==> config.mk <==
export PLATFORM = sky130hd
export DESIGN_NAME = anchor_free_head_box_decode
export DESIGN_NICKNAME = d
export VERILOG_FILES = /design/src/design/afhbd_pkg.sv /design/src/design/anchor_free_head_box_decode.sv
export SDC_FILE = /design/constraint.sdc
export NUM_CORES = 2
export LEC_CHECK = 0
export BUFFER_PORTS_ARGS = -buffer_cell sky130_fd_sc_hd__buf_2
export CAP_MARGIN = 20
export CORE_ASPECT_RATIO = 1.25
export CORE_MARGIN = 1.5
export CORE_UTILIZATION = 48
export CTS_CLUSTER_DIAMETER = 40
export DETAILED_ROUTE_END_ITERATION = 8
export PLACE_DENSITY = 0.62
export SETUP_SLACK_MARGIN = 0.5
export SKIP_LAST_GASP = 1
export SLEW_MARGIN = 15
export SYNTH_ARGS = -nofsm -noshare
export SYNTH_HDL_FRONTEND = slang
export SYNTH_SLANG_ARGS = --single-unit
==> constraint.sdc <==
create_clock -name i_clk -period 20.6 [get_ports i_clk]
set_input_delay 5.15 -clock i_clk [delete_from_list [all_inputs] [get_ports i_clk]]
set_output_delay 5.15 -clock i_clk [all_outputs]
set_load 0.01 [all_outputs]
==> src/design/afhbd_pkg.sv <==
`timescale 1ns / 1ps
// ----------------------------------------------------------------------------
// Anchor-free head box decode package
// Field widths, register indexes, reset values and decode limits shared by
// the box decoder and its checker.
// ----------------------------------------------------------------------------
package afhbd_pkg;

    localparam int LOGIT_W    = 16;
    localparam int GRID_W     = 10;
    localparam int DIST_W     = 16;
    localparam int GAIN_W     = 16;
    localparam int AREA_CFG_W = 24;
    localparam int CFG_DATA_W = 24;
    localparam int CFG_IDX_W  = 3;
    localparam int POS_W      = 13;
    localparam int SIZE_W     = 14;

    localparam int MUL_A_W    = 20;
    localparam int MUL_B_W    = 17;
    localparam int PROD_W     = MUL_A_W + MUL_B_W;
    localparam int FRAC_W     = 16;
    localparam int QUOT_W     = PROD_W - FRAC_W;
    localparam int AREA_W     = 2 * SIZE_W;

    localparam logic signed [LOGIT_W-1:0] LOGIT_MIN = 16'sh8000;
    localparam logic [GAIN_W-1:0]         GAIN_ONE  = 16'd256;

    localparam logic [CFG_IDX_W-1:0] REG_BASE_LOGIT   = 3'd0;
    localparam logic [CFG_IDX_W-1:0] REG_SMALL_LOGIT  = 3'd1;
    localparam logic [CFG_IDX_W-1:0] REG_MEDIUM_LOGIT = 3'd2;
    localparam logic [CFG_IDX_W-1:0] REG_SMALL_AREA   = 3'd3;
    localparam logic [CFG_IDX_W-1:0] REG_MEDIUM_AREA  = 3'd4;
    localparam logic [CFG_IDX_W-1:0] REG_MIN_PIXELS   = 3'd5;
    localparam logic [CFG_IDX_W-1:0] REG_X_GAIN       = 3'd6;
    localparam logic [CFG_IDX_W-1:0] REG_Y_GAIN       = 3'd7;

endpackage

==> src/design/anchor_free_head_box_decode.sv <==
`timescale 1ns / 1ps
// ----------------------------------------------------------------------------
// Anchor-free head box decode
// Tracks the largest class logit of a grid cell and, on the closing word,
// forms the box from the edge distances with one shared multiplier, then
// applies the score, tier and minimum-area tests.
// ----------------------------------------------------------------------------
//  channel  direction  handshake                 payload
//  in       sink       i_in_valid / o_in_stall   kind, class_logit, grid, dists
//  out      source     o_out_valid / i_out_stall box_x/y/w/h, score_logit
//  cfg      sink       i_cfg_we                  i_cfg_index, i_cfg_data
//
// A logit word is taken every cycle while no close word is in progress. A close
// word holds the input while five products (x, y, w, h, area) each pass through
// a multiply state and a scaling state of the single multiplier, followed by a
// decide state. A kept box waits in the decide state while a previous box is stalled.
// Reset is synchronous and active low and returns the running maximum to the
// lowest logit.
// ----------------------------------------------------------------------------
module anchor_free_head_box_decode (
    input  logic                                      i_clk,
    input  logic                                      i_rst_n,
    input  logic                                      i_in_valid,
    output logic                                      o_in_stall,
    input  logic                                      i_kind,
    input  logic signed [afhbd_pkg::LOGIT_W-1:0]      i_class_logit,
    input  logic        [afhbd_pkg::GRID_W-1:0]       i_grid_col,
    input  logic        [afhbd_pkg::GRID_W-1:0]       i_grid_row,
    input  logic signed [afhbd_pkg::DIST_W-1:0]       i_dist_left,
    input  logic signed [afhbd_pkg::DIST_W-1:0]       i_dist_top,
    input  logic signed [afhbd_pkg::DIST_W-1:0]       i_dist_right,
    input  logic signed [afhbd_pkg::DIST_W-1:0]       i_dist_bottom,
    output logic                                      o_out_valid,
    input  logic                                      i_out_stall,
    output logic signed [afhbd_pkg::POS_W-1:0]        o_box_x,
    output logic signed [afhbd_pkg::POS_W-1:0]        o_box_y,
    output logic signed [afhbd_pkg::SIZE_W-1:0]       o_box_w,
    output logic signed [afhbd_pkg::SIZE_W-1:0]       o_box_h,
    output logic signed [afhbd_pkg::LOGIT_W-1:0]      o_score_logit,
    input  logic                                      i_cfg_we,
    input  logic        [afhbd_pkg::CFG_IDX_W-1:0]    i_cfg_index,
    input  logic        [afhbd_pkg::CFG_DATA_W-1:0]   i_cfg_data
);

    typedef enum logic [1:0] {S_IDLE, S_MUL, S_POST, S_DECIDE} t_state;
    typedef enum logic [2:0] {STEP_X, STEP_Y, STEP_W, STEP_H, STEP_AREA} t_step;

    localparam int LW = afhbd_pkg::LOGIT_W;
    localparam int DW = afhbd_pkg::DIST_W;
    localparam int GW = afhbd_pkg::GRID_W;
    localparam int AW = afhbd_pkg::MUL_A_W;
    localparam int BW = afhbd_pkg::MUL_B_W;
    localparam int PW = afhbd_pkg::PROD_W;
    localparam int QW = afhbd_pkg::QUOT_W;
    localparam int XW = afhbd_pkg::POS_W;
    localparam int SW = afhbd_pkg::SIZE_W;
    localparam int RW = afhbd_pkg::AREA_W;
    localparam int CW = afhbd_pkg::AREA_CFG_W;
    localparam int GNW = afhbd_pkg::GAIN_W;

    t_state r_state;
    t_step  r_step;

    logic signed [LW-1:0] r_base_logit, r_small_logit, r_medium_logit;
    logic        [CW-1:0] r_small_area, r_medium_area, r_min_pixels;
    logic        [GNW-1:0] r_x_gain, r_y_gain;

    logic signed [LW-1:0] r_max;
    logic signed [LW-1:0] r_score;
    logic        [GW-1:0] r_col, r_row;
    logic signed [DW-1:0] r_dl, r_dt, r_dr, r_db;
    logic signed [PW-1:0] r_prod;
    logic signed [XW-1:0] r_x, r_y;
    logic signed [SW-1:0] r_w, r_h;
    logic signed [RW-1:0] r_area;

    logic                 r_out_valid;
    logic signed [XW-1:0] r_box_x, r_box_y;
    logic signed [SW-1:0] r_box_w, r_box_h;
    logic signed [LW-1:0] r_box_score;

    logic signed [AW-1:0] mul_a;
    logic signed [BW-1:0] mul_b;
    logic signed [PW-1:0] mul_p;
    logic signed [PW-1:0] prod_adj;
    logic signed [QW-1:0] quot;
    logic signed [XW-1:0] quot_pos;
    logic signed [SW-1:0] quot_size;
    logic signed [RW:0]   area_ext;
    logic                 below_small, below_medium, below_min;
    logic signed [LW-1:0] tier;
    logic                 keep;

    always_comb begin
        case (r_step)
            STEP_X: begin
                mul_a = $signed({2'b00, r_col, 8'h00}) - AW'(r_dl);
                mul_b = $signed({1'b0, r_x_gain});
            end
            STEP_Y: begin
                mul_a = $signed({2'b00, r_row, 8'h00}) - AW'(r_dt);
                mul_b = $signed({1'b0, r_y_gain});
            end
            STEP_W: begin
                mul_a = AW'(r_dl) + AW'(r_dr);
                mul_b = $signed({1'b0, r_x_gain});
            end
            STEP_H: begin
                mul_a = AW'(r_dt) + AW'(r_db);
                mul_b = $signed({1'b0, r_y_gain});
            end
            STEP_AREA: begin
                mul_a = AW'(r_w);
                mul_b = BW'(r_h);
            end
            default: begin
                mul_a = '0;
                mul_b = '0;
            end
        endcase
    end

    assign mul_p = mul_a * mul_b;

    // Division by 65536 truncates toward zero, so negative products are biased.
    assign prod_adj = r_prod + (r_prod[PW-1] ? PW'(65535) : PW'(0));
    assign quot     = prod_adj[PW-1:afhbd_pkg::FRAC_W];

    always_comb begin
        if (quot > QW'(4095)) begin
            quot_pos = XW'(4095);
        end else if (quot < -QW'(4096)) begin
            quot_pos = -XW'(4096);
        end else begin
            quot_pos = quot[XW-1:0];
        end
        if (quot > QW'(8191)) begin
            quot_size = SW'(8191);
        end else if (quot < -QW'(8192)) begin
            quot_size = -SW'(8192);
        end else begin
            quot_size = quot[SW-1:0];
        end
    end

    assign area_ext     = {r_area[RW-1], r_area};
    assign below_small  = area_ext < $signed({{(RW+1-CW){1'b0}}, r_small_area});
    assign below_medium = area_ext < $signed({{(RW+1-CW){1'b0}}, r_medium_area});
    assign below_min    = area_ext < $signed({{(RW+1-CW){1'b0}}, r_min_pixels});

    always_comb begin
        if (below_small) begin
            tier = r_small_logit;
        end else if (below_medium) begin
            tier = r_medium_logit;
        end else begin
            tier = r_base_logit;
        end
    end

    assign keep = (r_score > r_base_logit) && !(r_score < tier) && !below_min;

    always_ff @(posedge i_clk) begin
        if (!i_rst_n) begin
            r_state        <= S_IDLE;
            r_step         <= STEP_X;
            r_max          <= afhbd_pkg::LOGIT_MIN;
            r_out_valid    <= 1'b0;
            r_base_logit   <= '0;
            r_small_logit  <= '0;
            r_medium_logit <= '0;
            r_small_area   <= '0;
            r_medium_area  <= '0;
            r_min_pixels   <= '0;
            r_x_gain       <= afhbd_pkg::GAIN_ONE;
            r_y_gain       <= afhbd_pkg::GAIN_ONE;
        end else begin
            if (i_cfg_we) begin
                case (i_cfg_index)
                    afhbd_pkg::REG_BASE_LOGIT:   r_base_logit   <= i_cfg_data[LW-1:0];
                    afhbd_pkg::REG_SMALL_LOGIT:  r_small_logit  <= i_cfg_data[LW-1:0];
                    afhbd_pkg::REG_MEDIUM_LOGIT: r_medium_logit <= i_cfg_data[LW-1:0];
                    afhbd_pkg::REG_SMALL_AREA:   r_small_area   <= i_cfg_data[CW-1:0];
                    afhbd_pkg::REG_MEDIUM_AREA:  r_medium_area  <= i_cfg_data[CW-1:0];
                    afhbd_pkg::REG_MIN_PIXELS:   r_min_pixels   <= i_cfg_data[CW-1:0];
                    afhbd_pkg::REG_X_GAIN:       r_x_gain       <= i_cfg_data[GNW-1:0];
                    afhbd_pkg::REG_Y_GAIN:       r_y_gain       <= i_cfg_data[GNW-1:0];
                    default: ;
                endcase
            end

            if (r_out_valid && !i_out_stall && !(r_state == S_DECIDE && keep)) begin
                r_out_valid <= 1'b0;
            end

            case (r_state)
                S_IDLE: begin
                    if (i_in_valid) begin
                        if (!i_kind) begin
                            if (i_class_logit > r_max) begin
                                r_max <= i_class_logit;
                            end
                        end else begin
                            r_score <= r_max;
                            r_max   <= afhbd_pkg::LOGIT_MIN;
                            r_col   <= i_grid_col;
                            r_row   <= i_grid_row;
                            r_dl    <= i_dist_left;
                            r_dt    <= i_dist_top;
                            r_dr    <= i_dist_right;
                            r_db    <= i_dist_bottom;
                            r_step  <= STEP_X;
                            r_state <= S_MUL;
                        end
                    end
                end
                S_MUL: begin
                    r_prod  <= mul_p;
                    r_state <= S_POST;
                end
                S_POST: begin
                    case (r_step)
                        STEP_X: begin
                            r_x     <= quot_pos;
                            r_step  <= STEP_Y;
                            r_state <= S_MUL;
                        end
                        STEP_Y: begin
                            r_y     <= quot_pos;
                            r_step  <= STEP_W;
                            r_state <= S_MUL;
                        end
                        STEP_W: begin
                            r_w     <= quot_size;
                            r_step  <= STEP_H;
                            r_state <= S_MUL;
                        end
                        STEP_H: begin
                            r_h     <= quot_size;
                            r_step  <= STEP_AREA;
                            r_state <= S_MUL;
                        end
                        default: begin
                            r_area  <= r_prod[RW-1:0];
                            r_state <= S_DECIDE;
                        end
                    endcase
                end
                S_DECIDE: begin
                    if (!keep) begin
                        r_state <= S_IDLE;
                    end else if (!r_out_valid || !i_out_stall) begin
                        r_out_valid <= 1'b1;
                        r_box_x     <= r_x;
                        r_box_y     <= r_y;
                        r_box_w     <= r_w;
                        r_box_h     <= r_h;
                        r_box_score <= r_score;
                        r_state     <= S_IDLE;
                    end
                end
                default: r_state <= S_IDLE;
            endcase
        end
    end

    assign o_in_stall    = (r_state != S_IDLE);
    assign o_out_valid   = r_out_valid;
    assign o_box_x       = r_box_x;
    assign o_box_y       = r_box_y;
    assign o_box_w       = r_box_w;
    assign o_box_h       = r_box_h;
    assign o_score_logit = r_box_score;

endmodule

==> run summary <==
Max-slew violation count - 0
Skew-Pair Late Insertion Delay - 0.64 ns
Yosys warning count - 0
Skew final - 0.0609 ns
Core ar. - 72400 um2
Total power per unit cell area - 69.0 nW/um2
Most used cell, CP - fa_1
Max cap viols - 0
Layout Nets - 4600
Antenna Nets Post-Route - 0
Drt via density - 5.40
Mapped Area - 35200 um2
Fin crit share - 46.1%
Yosys reg bits - 463
Worst slew margin - 18.2%
Leak - 16.9 nW
CTS resizes - 0
Clk buf depth - 3
Synthesized Nets - 4409
Final Hold Fails - 0
Top_reg_cell synth - edfxtp_1
Netlist cell types - 81
Post-synth EDFFs - 289
# clock sinks - 463
H-Tree Depth - 3
Initial Utilization - 48.7%
Port buffer count - 204
Die Footprint - 75100 um2
Site Rows - 110
Placer's final routability congestion estimate - 0.894
Worst R2R Setup Slack - 11.11 ns
CP Launch Type - register
Largest net degree at the start of global routing - 90
Placed Instance Area - 37300 um2
Slowest CP cell - nand3_1
TritonCTS clock tree - done
RR Endpoint - r_prod[33]$_DFFE_PP_
Area Overhead vs Synth - 12.9%
FMAX - 105 MHz
Min Tclk post-route - 9.49 ns
Switching pwr - 0.000786 W
Beginning of the worst hold path - r_y[10]$_DFFE_PP_
Syn Inst Count - 3655
Hold Path Sink - o_box_y[10]$_DFFE_PP_
Part of the power in registers - 37.5%
Reg clk slew, reported paths - 0.06 ns
Hpwl dp - 72.5 mm
Routed WL per cell - 19.3 um
Syn avg cell area - 9.64 um2
Vias in the first global route - 26800
Sw Ratio - 28.6%
Critical R2R Launch - r_dl[0]$_DFFE_PP_
N_diodes - 0
DRT Pass-1 Iters - 5
Kind of end point of the critical path - register
Critical Path RT - 20.93 ns
Core Util, Final - 54.9%
Commonest non-fill, non-tap cell in the layout - inv_1
Die X - 245 um
Residual DRC count - 0
Max Fanout on Critical Path - 17
DR vias - 26200
Post-synth ARST share - 0%
Status - finished, final reports clean
# IOs - 205
Die H - 306 um
Crit path kind - register to register
RSZ-0062 raised after global routing - false
Design Area, Final - 39800 um2
Cts bufs inserted - 70
Worst Max-Slew Pin Slew - 1.22 ns
Reg2Reg Depth - 32
Hold crit path type - register to register
Setup TNS - 0 ns
Hold-fix buffers at CTS - 0
Initial antenna violation count - 0
Critical Path AT - 9.82 ns
Worst hold margin - 0.412 ns
Max stage delay on crit path - 0.65 ns
CTS root buffer - clkbuf_16
Commonest non-fill, non-tap cells in the layout - inv_1, nand2_1, fa_1
Setup Buffers After CTS - 0
Worst hold stages - 0
Clock Power Share - 44.3%
Int Power - 0.00196 W
Post-synthesis sequential area ratio - 34.5%
Initial detailed-routing violation count - 1620
Congestion Overflow GR - 0
Final wirelength - 93.9 mm
VDD IR max - 0.0000714 V
First-pass GRT wire length - 148 mm
Comb pwr share - 18.3%
Share of layout cells above drive strength 1 - 11.0%
Gr usage total - 25.8%
Setup-failing EPs final - 0
area by class of cell:
| cell class | count | area (um2) |
|---|---|---|
| clock buffers | 78 | 1820 |
| flip-flops and latches | 463 | 12200 |
| inverters | 562 | 2110 |
| multi-input cells | 2490 | 20400 |
| clock inverters | 50 | 598 |
| well taps | 952 | 1190 |
| repair buffers | 259 | 1460 |
| fillers | 6680 | 32600 |
per-layer routing:
layer  part of all wire, %  up-vias  GRT usage [%]
met4                   5.9        0           14.2
met5                     0        -              0
met1                    40    12900           31.2
met2                    50      749           44.7
met3                   4.8      211           2.83
li1                      -    12400              -
how the worst max path moves through the flow:
stage	from	end	slack, ns	depth (start not counted)
after CTS	r_dl[0]$_DFFE_PP_	r_prod[33]$_DFFE_PP_	11.14	32
after global routing	r_dl[0]$_DFFE_PP_	r_prod[33]$_DFFE_PP_	10.35	32
final	r_dl[0]$_DFFE_PP_	r_prod[33]$_DFFE_PP_	11.11	32
after floorplan	i_rst_n	r_col[0]$_DFFE_PP_	7.42	4
after global placement	r_dl[0]$_DFFE_PP_	r_prod[33]$_DFFE_PP_	11.40	32
after detailed placement	r_dl[0]$_DFFE_PP_	r_prod[33]$_DFFE_PP_	11.25	32
critical path: cells and delay by family, from the launching register on:
family | cells | cell delay (ns)
fa+ha+maj | 9 | 3.83
buf+inv | 5 | 0.27
xor+xnor | 1 | 0.08
flops | 1 | 0.46
compound gates | 12 | 3.15
simple gates | 5 | 1.38
kinds of logic after synthesis:
group	share of synthesized area, %
compound gates	11.0
xor+xnor	2.58
fa+ha+maj	29.4
buf+inv	7.62
flops	34.5
mux	0.746
simple gates	14.1
registers in the layout, indices dropped and copies added (netlist names), 24 cells and up:
name	flops
r_medium_area	24
r_min_pixels	24
r_prod	37
r_area	28
r_small_area	24
power by group through the flow:
| stage | clock, W | sequential [W] | combinational [W] |
|---|---|---|---|
| finish | 0.00122 | 0.00103 | 0.000501 |
| global route | 0.00128 | 0.00103 | 0.000567 |
| CTS | 0.00124 | 0.00103 | 0.000506 |
| detailed placement | 0 | 0.00105 | 0.000503 |
| global placement | 0 | 0.00105 | 0.000498 |
| floorplan | 0 | 0.00104 | 0.000361 |
metrics by stage:
| step | worst slack, ns | cells | total power, W |
|---|---|---|---|
| after global routing | 10.35 | 4854 | 0.00287 |
| final | 11.11 | 4854 | 0.00274 |
| after global placement | 11.40 | 4721 | 0.00155 |
| after CTS | 11.14 | 4851 | 0.00277 |
| after floorplan | 7.42 | 3655 | 0.00140 |
| after detailed placement | 11.25 | 4723 | 0.00155 |
cell usage after synthesis, drive strengths merged, types with 8 or more instances:
library cell  number  area share (%)
nor2b             66             1.2
nand3             34            0.48
nand2            471             5.0
or2               19            0.34
clkbuf           126             1.4
nor2             306             3.3
a21oi            311             4.4
mux2i             24            0.68
a22oi              9            0.19
a31oi             15            0.27
edfxtp           289              25
buf               14            0.25
nand4             27            0.48
and3              18            0.32
o21ai             91             1.3
xor2              36            0.89
ha               278             9.9
nand3b            18            0.38
o21bai            10            0.21
a21o              53             1.1
inv              562             6.0
and4               8            0.20
nor4               9            0.20
o22ai              8            0.20
xnor2             68             1.7
o21a              28            0.60
a211oi            22            0.47
and2              12            0.21
dfxtp            174             9.9
nor3              35            0.50
fa               343              19
o31ai             11            0.23
nand2b            66             1.2
No activity file was read; power rests on OpenSTA's default activity.
